===== config.mk =====
export PLATFORM = sky130hd
export DESIGN_NAME = plgt_exp_stage
export DESIGN_NICKNAME = d
export VERILOG_FILES = /design/src/hw/rtl/plgt_pkg.sv /design/src/hw/rtl/plgt_exp_stage.sv
export SDC_FILE = /design/constraint.sdc
export NUM_CORES = 1
export LEC_CHECK = 0
export BUFFER_PORTS_ARGS = -buffer_cell sky130_fd_sc_hd__buf_2
export CORE_UTILIZATION = 43
export DETAILED_ROUTE_END_ITERATION = 10
export HOLD_SLACK_MARGIN = 0.12
export PLACE_DENSITY = 0.93
export SLEW_MARGIN = 10
export SYNTH_ARGS = -nofsm -noshare
export SYNTH_HDL_FRONTEND = slang
export SYNTH_SLANG_ARGS = --single-unit

===== constraint.sdc =====
create_clock -name i_clk -period 1.7 [get_ports i_clk]
set_clock_uncertainty 0.05 [all_clocks]
set_input_delay 0 -clock i_clk [delete_from_list [all_inputs] [get_ports i_clk]]
set_output_delay 0 -clock i_clk [all_outputs]
set_load 0.005 [all_outputs]

===== src/hw/rtl/plgt_pkg.sv =====
// types, constants and elaboration-time table functions for the gamma transform
`timescale 1ns / 1ps

package plgt_pkg;

    localparam int PIX_W     = 8;
    localparam int GAMMA_W   = 13;
    localparam int Y_W       = 31;   // q1.30 mantissa of 2^f
    localparam int Q_FRAC    = 30;
    localparam int HEAD_BITS = 8;    // leading fraction bits served by a table
    localparam int SHIFT_W   = 3;
    localparam int TAB_DEPTH = 256;

    localparam logic [GAMMA_W-1:0] GAMMA_MIN   = 13'd3;
    localparam logic [GAMMA_W-1:0] GAMMA_MAX   = 13'd6400;
    localparam logic [GAMMA_W-1:0] GAMMA_RESET = 13'd256;
    localparam logic [PIX_W-1:0]   PIX_SAT     = 8'hFF;

    // control that rides along with each word through the exp2 pipe
    typedef struct packed {
        logic               zero;
        logic               sat;
        logic [SHIFT_W-1:0] shift;
    } t_ctl;

    function automatic logic [63:0] isqrt64(input logic [63:0] v_in);
        logic [63:0] v;
        logic [63:0] res;
        logic [63:0] bitv;
        v    = v_in;
        res  = 64'd0;
        bitv = 64'd1 << 62;
        while (bitv > v) bitv = bitv >> 2;
        while (bitv != 64'd0) begin
            if (v >= res + bitv) begin
                v   = v - (res + bitv);
                res = (res >> 1) + bitv;
            end else begin
                res = res >> 1;
            end
            bitv = bitv >> 2;
        end
        return res;
    endfunction

    // 2^(2^-idx) in q1.30, idx from 1
    function automatic logic [Y_W-1:0] root_q30(input int idx);
        logic [63:0] r;
        r = isqrt64(64'd1 << 61);
        for (int n = 1; n < idx; n++) r = isqrt64(r << 30);
        return r[Y_W-1:0];
    endfunction

    // log2(x) in q3.fb, bit-serial squaring of the mantissa
    function automatic logic [31:0] log2_q(input int x, input int fb);
        int          n;
        logic [63:0] m;
        logic [31:0] lg;
        n = 0;
        while (n < 7 && (x >> (n + 1)) != 0) n++;
        m  = 64'(x) << (30 - n);
        lg = 32'(n) << fb;
        for (int i = 0; i < fb; i++) begin
            m = (m * m) >> 30;
            if (m >= (64'd1 << 31)) begin
                m  = m >> 1;
                lg = lg | (32'd1 << (fb - 1 - i));
            end
        end
        return lg;
    endfunction

    // partial 2^f after the leading HEAD_BITS fraction bits, msb first
    function automatic logic [Y_W-1:0] exp2_head(input int idx);
        logic [63:0] y;
        logic [63:0] r;
        y = 64'd1 << 30;
        r = isqrt64(64'd1 << 61);
        for (int i = 1; i <= HEAD_BITS; i++) begin
            if (((idx >> (HEAD_BITS - i)) & 1) != 0) y = (y * r) >> 30;
            r = isqrt64(r << 30);
        end
        return y[Y_W-1:0];
    endfunction

endpackage


===== src/hw/rtl/plgt_exp_stage.sv =====
// one exp2 pipeline stage: conditional multiply by a fixed root of two
`timescale 1ns / 1ps

module plgt_exp_stage #(
    parameter int                         TAIL_W = 16,
    parameter int                         BIT    = 15,
    parameter logic [plgt_pkg::Y_W-1:0]   ROOT   = 31'h4000_0000
) (
    input  logic                        i_clk,
    input  logic                        i_rst_n,
    input  logic                        i_valid,
    output logic                        o_ready,
    input  logic [plgt_pkg::Y_W-1:0]    i_y,
    input  logic [TAIL_W-1:0]           i_tail,
    input  plgt_pkg::t_ctl              i_ctl,
    output logic                        o_valid,
    input  logic                        i_ready,
    output logic [plgt_pkg::Y_W-1:0]    o_y,
    output logic [TAIL_W-1:0]           o_tail,
    output plgt_pkg::t_ctl              o_ctl
);

    localparam int P_W = 2 * plgt_pkg::Y_W;

    logic                       r_valid;
    logic [plgt_pkg::Y_W-1:0]   r_y;
    logic [TAIL_W-1:0]          r_tail;
    plgt_pkg::t_ctl             r_ctl;
    logic [plgt_pkg::Y_W-1:0]   n_y;
    logic [P_W-1:0]             w_prod;
    logic                       w_ld;

    assign w_ld    = !r_valid || i_ready;
    assign o_ready = w_ld;
    assign w_prod  = P_W'(i_y) * P_W'(ROOT);

    // truncating q1.30 multiply, taken only when this fraction bit is set
    always_comb begin
        n_y = i_tail[BIT]
            ? w_prod[plgt_pkg::Q_FRAC+plgt_pkg::Y_W-1:plgt_pkg::Q_FRAC]
            : i_y;
    end

    always_ff @(posedge i_clk) begin
        if (!i_rst_n) begin
            r_valid <= 1'b0;
        end else if (w_ld) begin
            r_valid <= i_valid;
        end
    end

    always_ff @(posedge i_clk) begin
        if (w_ld) begin
            r_y    <= n_y;
            r_tail <= i_tail;
            r_ctl  <= i_ctl;
        end
    end

    assign o_valid = r_valid;
    assign o_y     = r_y;
    assign o_tail  = r_tail;
    assign o_ctl   = r_ctl;

endmodule


==> results.toml, run 1 <==
[sta]
whs_ps = 352
period_share_pct = 97.2
setup_violations = 0
finalHoldViolCount = 0
max_freq_ghz = 0.605
maxSlewHeadroom_pct = 83.8
worstMarginPinSlew_ps = 243
grt_setup_unrepaired = "no"
fin_crit_ps = 1650
finalSetupTns_ps = 0
maxSlewViolCount = 0

[clock_network]
clk_root_buffer_cell = "clkbuf_8"
clockBufferDepth = 2
cts_tree = "done"
clkTransAtPathRegs_ps = 100
htree_levels = 2
cts.sinks = 53
cts_buffers = 5
clk_latency_ps = 300

[place]
port_buffers = 109
place_congestion = 0.676

[routing]
drt_iter0_drc = 50
num_vias = 1286
highest_layer = "met4"
drc = 0
routed-wl-met2_mm = 2.83
ant_nets = 0
wirelength_mm = 5.23
met1Wirelength_mm = 1.76
firstDrtPassIters = 4
wl_per_cell_um = 19.0
wl_met3_um = 512
viasPerCell = 4.66

[layout]
multi_input_area_um2 = 25.0
antenna_cells = 0
syn_to_final_growth_pct = 83.2
nFillCells = 157
register_area_um2 = 1580
drive_gt1_share_pct = 52.6
fin_nets = 285

[job]
maxCapViolCount = 0

[die]
die_area_um2 = 3990
ios = 110
die_x_um = 63.2
dieHeight_um = 63.2
rows = 21
core_area_um2 = 3470
start_util_pct = 46.4

[critical_path]
crit_family = "buffers and inverters"
endpoint_kind = "register"
cp.depth = 6
r2r.worst_path.cells = 4
worstPathCellList = "dlygate4sd3_1 -> buf_2 -> nand2b_4 -> buf_16 -> a21boi_2 -> dlygate4sd3_1"
cp_max_fo = 21
crit_start = "i_ready"
crit_arrival_ps = 1850
cp.required_ps = 1900
crit_top_cell = "dlygate4sd3_1"
max_stage_delay_ps = 570
crit_buf_inv = 4
crit_slowest_cell = "dlygate4sd3_1"
crit_path_end = "o_valid$_SDFFE_PN0P_"
critPathKind = "in2reg"
start_kind = "primary input"
r2r_start = "o_valid$_SDFFE_PN0P_"
regToRegSetupSlack_ps = 70
rr_endpoint = "o_valid$_SDFFE_PN0P_"

[synthesis]
synthFlopType = "edfxtp_1"
avgSynthCellArea_um2 = 28.8
synth_edf_count = 52
syn-cell-area_um2 = 1610
synth_area_leaders = "edfxtp_1 (97%), dfxtp_1 (1.2%), nand2b_4 (0.85%), a21boi_2 (0.70%), inv_1 (0.23%)"
synth_fp_nets = 112
synth_common_cells = "edfxtp_1 (52), a21boi_2 (1), dfxtp_1 (1), inv_1 (1), nand2b_4 (1)"
yosysSeqAreaShare_pct = 98.2
synth_most_common_cell = "edfxtp_1"
yosys.area.top_type_share_pct = 97.0
synth.distinct_cells = 5
ys_async_sr_fraction_pct = 0
yosysTopAreaCell = "edfxtp_1"
ys.warnings.count = 0
synth_seq_cells = 53
syn-instance-count = 56

[global_route]
grt_start_max_net_pins = 43
grt_antenna_before_repair = 0
grt_usage_pct = 27.1
grt_pass1_wl_mm = 7.49
grt_pass1_vias = 1444
grt_overflow = 0

[power_and_ir_drop]
irDropWorstVdd_uv = 880
power_density_nw_per_um2 = 968
power.leakage_nw = 1.32

[status]
status = "finished clean"

[hold_path]
worst_hold_path_type = "in2reg"
cells in the final DEF (no fill, tap or decap):
cell type / count
buf_2: 109
clkbuf_8: 5
a21boi_2: 1
nand2b_4: 1
dfxtp_1: 1
inv_1: 1
bufinv_16: 2
dlygate4sd3_1: 55
clkbuf_16: 1
clkinv_2: 1
edfxtp_1: 52
buf_16: 1
worst min-delay path by stage:
stage | startpoint | end | depth (start not counted)
final | i_y[8] | o_y[8]$_DFFE_PP_ | 2
after global routing | i_y[29] | o_y[29]$_DFFE_PP_ | 2
after CTS | i_y[7] | o_y[7]$_DFFE_PP_ | 2
after detailed placement | i_ctl[4] | o_ctl[4]$_DFFE_PP_ | 1
after global placement | i_y[25] | o_y[25]$_DFFE_PP_ | 1
after floorplan | i_ctl[0] | o_ctl[0]$_DFFE_PP_ | 0
final cells by class:
| type | count | area share [%] |
|---|---|---|
| Sequential cell | 53 | 53.6 |
| Timing Repair Buffer | 166 | 38.9 |
| Clock buffer | 5 | 2.33 |
| Clock inverter | 3 | 2.21 |
| Tap cell | 46 | 1.95 |
| Multi-Input combinational cell | 2 | 0.848 |
| Inverter | 1 | 0.127 |
sequential cells by signal (all words and copies together), names as in the netlist:
signal,count
o_y,31
o_tail,16
o_ctl,5
o_valid,1
cells by family (layout without fill, tap and decap cells):
| family | after synthesis | after routing | share of synthesized area, % |
|---|---|---|---|
| compound gates | 1 | 1 | 0.699 |
| flops | 53 | 53 | 98.2 |
| simple gates | 1 | 1 | 0.855 |
| buf+inv | 1 | 175 | 0.233 |
power by group:
group | total (W) | leakage, nW | switching (W) | internal [W]
clock network | 0.000978 | 0.0681 | 0.000393 | 0.000585
logic | 0.000316 | 0.703 | 0.000121 | 0.000195
registers | 0.00156 | 0.547 | 0.0000293 | 0.00153
total | 0.00286 | 1.32 | 0.000543 | 0.00231
routing by layer:
layer  up-vias  track usage, %
met5         -               0
met3        11            9.42
met2       105            49.9
met4         0            11.4
met1       603            27.4
li1        567               -
timing repair:
item                       4_1_cts  5_1_grt
hold endpoints to repair        65        0
resized for setup                0        1
hold buffers                    55        0
buffers inserted                 0        0
setup endpoints to repair        0        1
per-stage QoR:
step | power, W | cells | worst slack (ps) | area, um^2 | utilization, %
after CTS | 0.00282 | 275 | 98.8 | 2920 | 84.1
after global placement | 0.00176 | 212 | 576 | 2230 | 64.4
after global routing | 0.00294 | 276 | 12.8 | 2950 | 85.1
after floorplan | 0.00162 | 56 | 527 | 1610 | -
final | 0.00286 | 276 | 47.2 | 2950 | 85.1
after detailed placement | 0.00178 | 212 | 546 | 2230 | 64.4
Power figures use the tool's default switching activity.
==> run 2: changes to the inputs <==
--- a/config.mk
+++ b/config.mk
@@ -7,8 +7,10 @@
 export LEC_CHECK = 0
 export BUFFER_PORTS_ARGS = -buffer_cell sky130_fd_sc_hd__buf_2
-export CORE_UTILIZATION = 43
+export CORE_UTILIZATION = 45
+export CTS_BUF_LIST = sky130_fd_sc_hd__clkbuf_8
 export DETAILED_ROUTE_END_ITERATION = 10
 export HOLD_SLACK_MARGIN = 0.12
-export PLACE_DENSITY = 0.93
+export PLACE_DENSITY = 0.95
+export REMOVE_ABC_BUFFERS = 1
 export SLEW_MARGIN = 10
 export SYNTH_ARGS = -nofsm -noshare
--- a/constraint.sdc
+++ b/constraint.sdc
@@ -3,3 +3,3 @@
 set_input_delay 0 -clock i_clk [delete_from_list [all_inputs] [get_ports i_clk]]
 set_output_delay 0 -clock i_clk [all_outputs]
-set_load 0.005 [all_outputs]
+set_load 0.05 [all_outputs]
==> run 2 against run 1 <==
Compared with the run above: global-route usage grew 2.8 points; core utilization increased by 0.32 points; flip-flop and latch count did not move; via count shrank 0.54%; final area down 1.9%; routed wire length is 2.0% higher; maximum frequency rose by 3.2%; critical path type is now reg2out; largest cell class unchanged; highest routed layer unchanged.
==> results.toml, run 2 (synthesis results as in run 1) <==
[layout]
multi_input_area_um2 = 25.0
mostFrequentLayoutCell = "buf_2"
nFillCells = 133
syn_to_final_growth_pct = 79.7
antenna_cells = 0
layout.cells.most_common_list = "buf_2 (109), dlygate4sd3_1 (54), edfxtp_1 (52), clkbuf_8 (6)"
fin_nets = 283
layout.cells.non_filler = 274
drive_gt1_share_pct = 52.6
largest_reg_flops = 31
fin_util_pct = 85.4
register_area_um2 = 1580

[die]
ios = 110
rows = 21
die_area_um2 = 3820
dieHeight_um = 61.8
start_util_pct = 47.5
core_area_um2 = 3390
die_x_um = 61.8

[routing]
drc = 0
num_vias = 1279
drt_iter0_drc = 58
wl_per_cell_um = 19.5
met1Wirelength_mm = 1.90
wl_met3_um = 506
ant_nets = 0
highest_layer = "met4"
routed-wl-met2_mm = 2.76
firstDrtPassIters = 4
viasPerCell = 4.67
wirelength_mm = 5.34

[critical_path]
cp.required_ps = 1650
start_kind = "register"
cp_max_fo = 29
crit_arrival_ps = 1550
critPathKind = "reg2out"
endpoint_kind = "output port"

[clock_network]
clk_latency_ps = 300
clockBufferDepth = 2
cts.sinks = 53
clk_root_buffer_cell = "clkbuf_8"
cts_buffers = 5
cts_tree = "done"
htree_levels = 2
postCtsSetupBuffers = 0
clkTransAtPathRegs_ps = 100

[global_route]
grt_overflow = 0
grt_pass1_wl_mm = 7.20
grt_usage_pct = 29.9
grt_start_max_net_pins = 30
grt_antenna_before_repair = 0
grt_pass1_vias = 1360

[place]
dp_cells = 212
place_congestion = 0.685
port_buffers = 109

[job]
maxCapViolCount = 0

[hold_path]
worst_hold_path_type = "in2reg"

[sta]
max_freq_ghz = 0.625
period_share_pct = 94.2
finalHoldViolCount = 0
maxSlewHeadroom_pct = 74.5
finalSetupTns_ps = 0
setup_violations = 0
worstMarginPinSlew_ps = 382
fin_crit_ps = 1600
grt_setup_unrepaired = "no"
maxSlewViolCount = 0

[power_and_ir_drop]
irDropWorstVdd_uv = 770
power_density_nw_per_um2 = 1060
power.leakage_nw = 1.28

[status]
status = "finished clean"
[run 2: cell count changes in the layout (fill, tap and decap cells not counted)]
cell / change
clkbuf_16: -1
clkinvlp_4: +1
dlygate4sd3_1: -1
clkinv_2: -1
bufinv_16: -1
clkbuf_8: +1
buf_16: -1
buf_12: +1
[run 2: layer usage]
layer  GRT usage, %  vias up
li1               -      561
met1           33.8      601
met2           51.0      100
met3           10.4       17
met4           14.0        0
met5              0        -
[run 2: power breakdown]
part           switching (W)  leakage, nW  internal (W)
Clock               0.000417       0.0574      0.000479
Sequential         0.0000311        0.547       0.00153
Combinational       0.000420        0.680      0.000190
[run 2: path summary, 6_finish.rpt]
check / start / to / slack [ps] / cells after the start
setup reg to reg: o_valid$_SDFFE_PN0P_ / o_y[18]$_DFFE_PP_ / 400 / 2
setup / recovery: o_valid$_SDFFE_PN0P_ / o_ready / 100 / 3
hold / removal: i_ready / o_tail[2]$_DFFE_PP_ / 300 / 2
hold reg to reg: o_valid$_SDFFE_PN0P_ / o_tail[2]$_DFFE_PP_ / 840 / 1
[run 2: stage by stage]
stage          instance area (um^2)  total power (W)  hold WS, ps  setup slack (ps)
2_1_floorplan                  1610          0.00193         48.9              88.0
3_3_place_gp                   2230          0.00206          127               499
3_5_place_dp                   2230          0.00208          128               469
4_1_cts                        2890          0.00301          279               155
5_1_grt                        2890          0.00314          297              49.1
6_report                       2890          0.00307          300              98.9
[run 2: worst max-delay path, cell delays in order, from the launching register on]
cell and delay (ps):
dfxtp_1 370, nand2b_4 320, buf_12 250, buf_2 290
[run 2: cell type report]
class                      instances  area share (%)
sequential                        53            54.6
tap                               46            1.99
clock buffer                       6            2.85
inverter                           1           0.130
multi-input combinational          2           0.865
timing repair buffer             164            38.2
clock inverter                     2            1.30
[run 2: what timing repair did]
item,4_1_cts,5_1_grt
gates resized for setup,0,0
hold endpoints to repair,53,0
hold buffers,54,0
==> run 3: changes to the inputs <==
RECOVER_POWER = 50   (was unset)
==> run 3 against run 2 <==
Compared with the run above: maximum frequency grew 0.44%; total power shrank 0.64%; first-iteration DRC count grew 8.6%; global-route usage is the same; critical path type unchanged; highest routed layer unchanged.
==> results.toml, run 3 (synthesis results as in run 1) <==
[clock_network]
cts_resized = 0
clk_latency_ps = 300
cts_tree = "done"
cts.sinks = 53
postCtsHoldBufs = 54
htree_levels = 2
clk_root_buffer_cell = "clkbuf_8"
clockBufferDepth = 2
cts_buffers = 5
postCtsSetupBuffers = 0
clkTransAtPathRegs_ps = 100

[routing]
wl_per_cell_um = 19.2
ant_nets = 0
wirelength_mm = 5.26
viasPerCell = 4.67
drt_iter0_drc = 63
num_vias = 1280
drc = 0
firstDrtPassIters = 4

[global_route]
grt_overflow = 0
grt_use_met2_pct = 51.0
grt_pass1_vias = 1360
use_met1_pct = 33.8
met3_usage_pct = 10.4
grt_start_max_net_pins = 30
busiest_layer = "met2"
grt_antenna_before_repair = 0
grt_pass1_wl_mm = 7.20
grt_usage_pct = 29.9

[die]
ios = 110
die_area_um2 = 3820
dieHeight_um = 61.8
rows = 21
core_area_um2 = 3390
die_x_um = 61.8
start_util_pct = 47.5

[critical_path]
start_kind = "register"
critPathKind = "reg2out"
crit_arrival_ps = 1540
cp_max_fo = 29
endpoint_kind = "output port"
cp.required_ps = 1650

[layout]
antenna_cells = 0
drive_gt1_share_pct = 36.8
layout.cells.most_common_list = "buf_2 (73), dlygate4sd3_1 (54), edfxtp_1 (52), clkbuf_1 (35), clkbuf_8 (6)"
fin_nets = 283
mostFrequentLayoutCell = "buf_2"
syn_to_final_growth_pct = 76.9
largest_reg_flops = 31
layout.cells.non_filler = 274

[place]
port_buffers = 109
dp_cells = 212
place_congestion = 0.685

[sta]
setup_violations = 0
maxSlewViolCount = 0
whs_ps = 293
finalHoldViolCount = 0
finalSetupTns_ps = 0
maxSlewHeadroom_pct = 57.5
grt_setup_unrepaired = "no"
worstMarginPinSlew_ps = 640
max_freq_ghz = 0.627
fin_crit_ps = 1590
period_share_pct = 93.8

[power_and_ir_drop]
irDropWorstVdd_uv = 761
power_density_nw_per_um2 = 1070
power.leakage_nw = 1.19

[job]
maxCapViolCount = 0

[status]
status = "finished clean"

[hold_path]
worst_hold_path_type = "in2reg"
## run 3: cell count changes in the layout (fill, tap and decap cells not counted), sizes merged
cell    change
clkbuf     +35
buf        -35
## run 3: worst max-delay path, stage by stage (launching register included)
cell and delay, ps:
dfxtp_1 370, nand2b_4 320, buf_12 250, buf_2 290
## run 3: through the flow
stage	worst slack, ps	total power (W)	area (um^2)	utilization, %
6_report	106	0.00305	2850	84.1
5_1_grt	49.1	0.00313	2850	84.1
4_1_cts	155	0.00301	2890	85.4
3_5_place_dp	469	0.00208	2230	65.9
3_3_place_gp	499	0.00206	2230	65.9
2_1_floorplan	88.0	0.00193	1610	-
## run 3: where the power goes
group / total (W) / switching (W) / internal [W]
combinational: 0.000594 / 0.000420 / 0.000174
clock: 0.000892 / 0.000413 / 0.000479
sequential: 0.00156 / 0.0000320 / 0.00153
## run 3: worst paths after layout
kind                        start                  end  slack, ps  cells past startpoint
max          o_valid$_SDFFE_PN0P_              o_ready        110                      3
min                       i_ready  o_tail[2]$_DFFE_PP_        290                      2
max reg2reg  o_valid$_SDFFE_PN0P_  o_tail[1]$_DFFE_PP_        410                      2
min reg2reg  o_valid$_SDFFE_PN0P_  o_tail[2]$_DFFE_PP_        830                      1
## run 3: final cells by class
| class | instances | area (um^2) |
|---|---|---|
| inverters | 1 | 3.75 |
| clock buffers | 6 | 82.6 |
| well taps | 46 | 57.6 |
| multi-input cells | 2 | 25.0 |
| flip-flops and latches | 53 | 1580 |
| repair buffers | 164 | 1060 |
| clock inverters | 2 | 37.5 |
| fillers | 163 | 541 |
## run 3: routing by layer
layer	vias up	wire length [um]
met5	-	0
met4	0	148
met2	97	2810
met3	13	499
met1	609	1800
li1	561	-
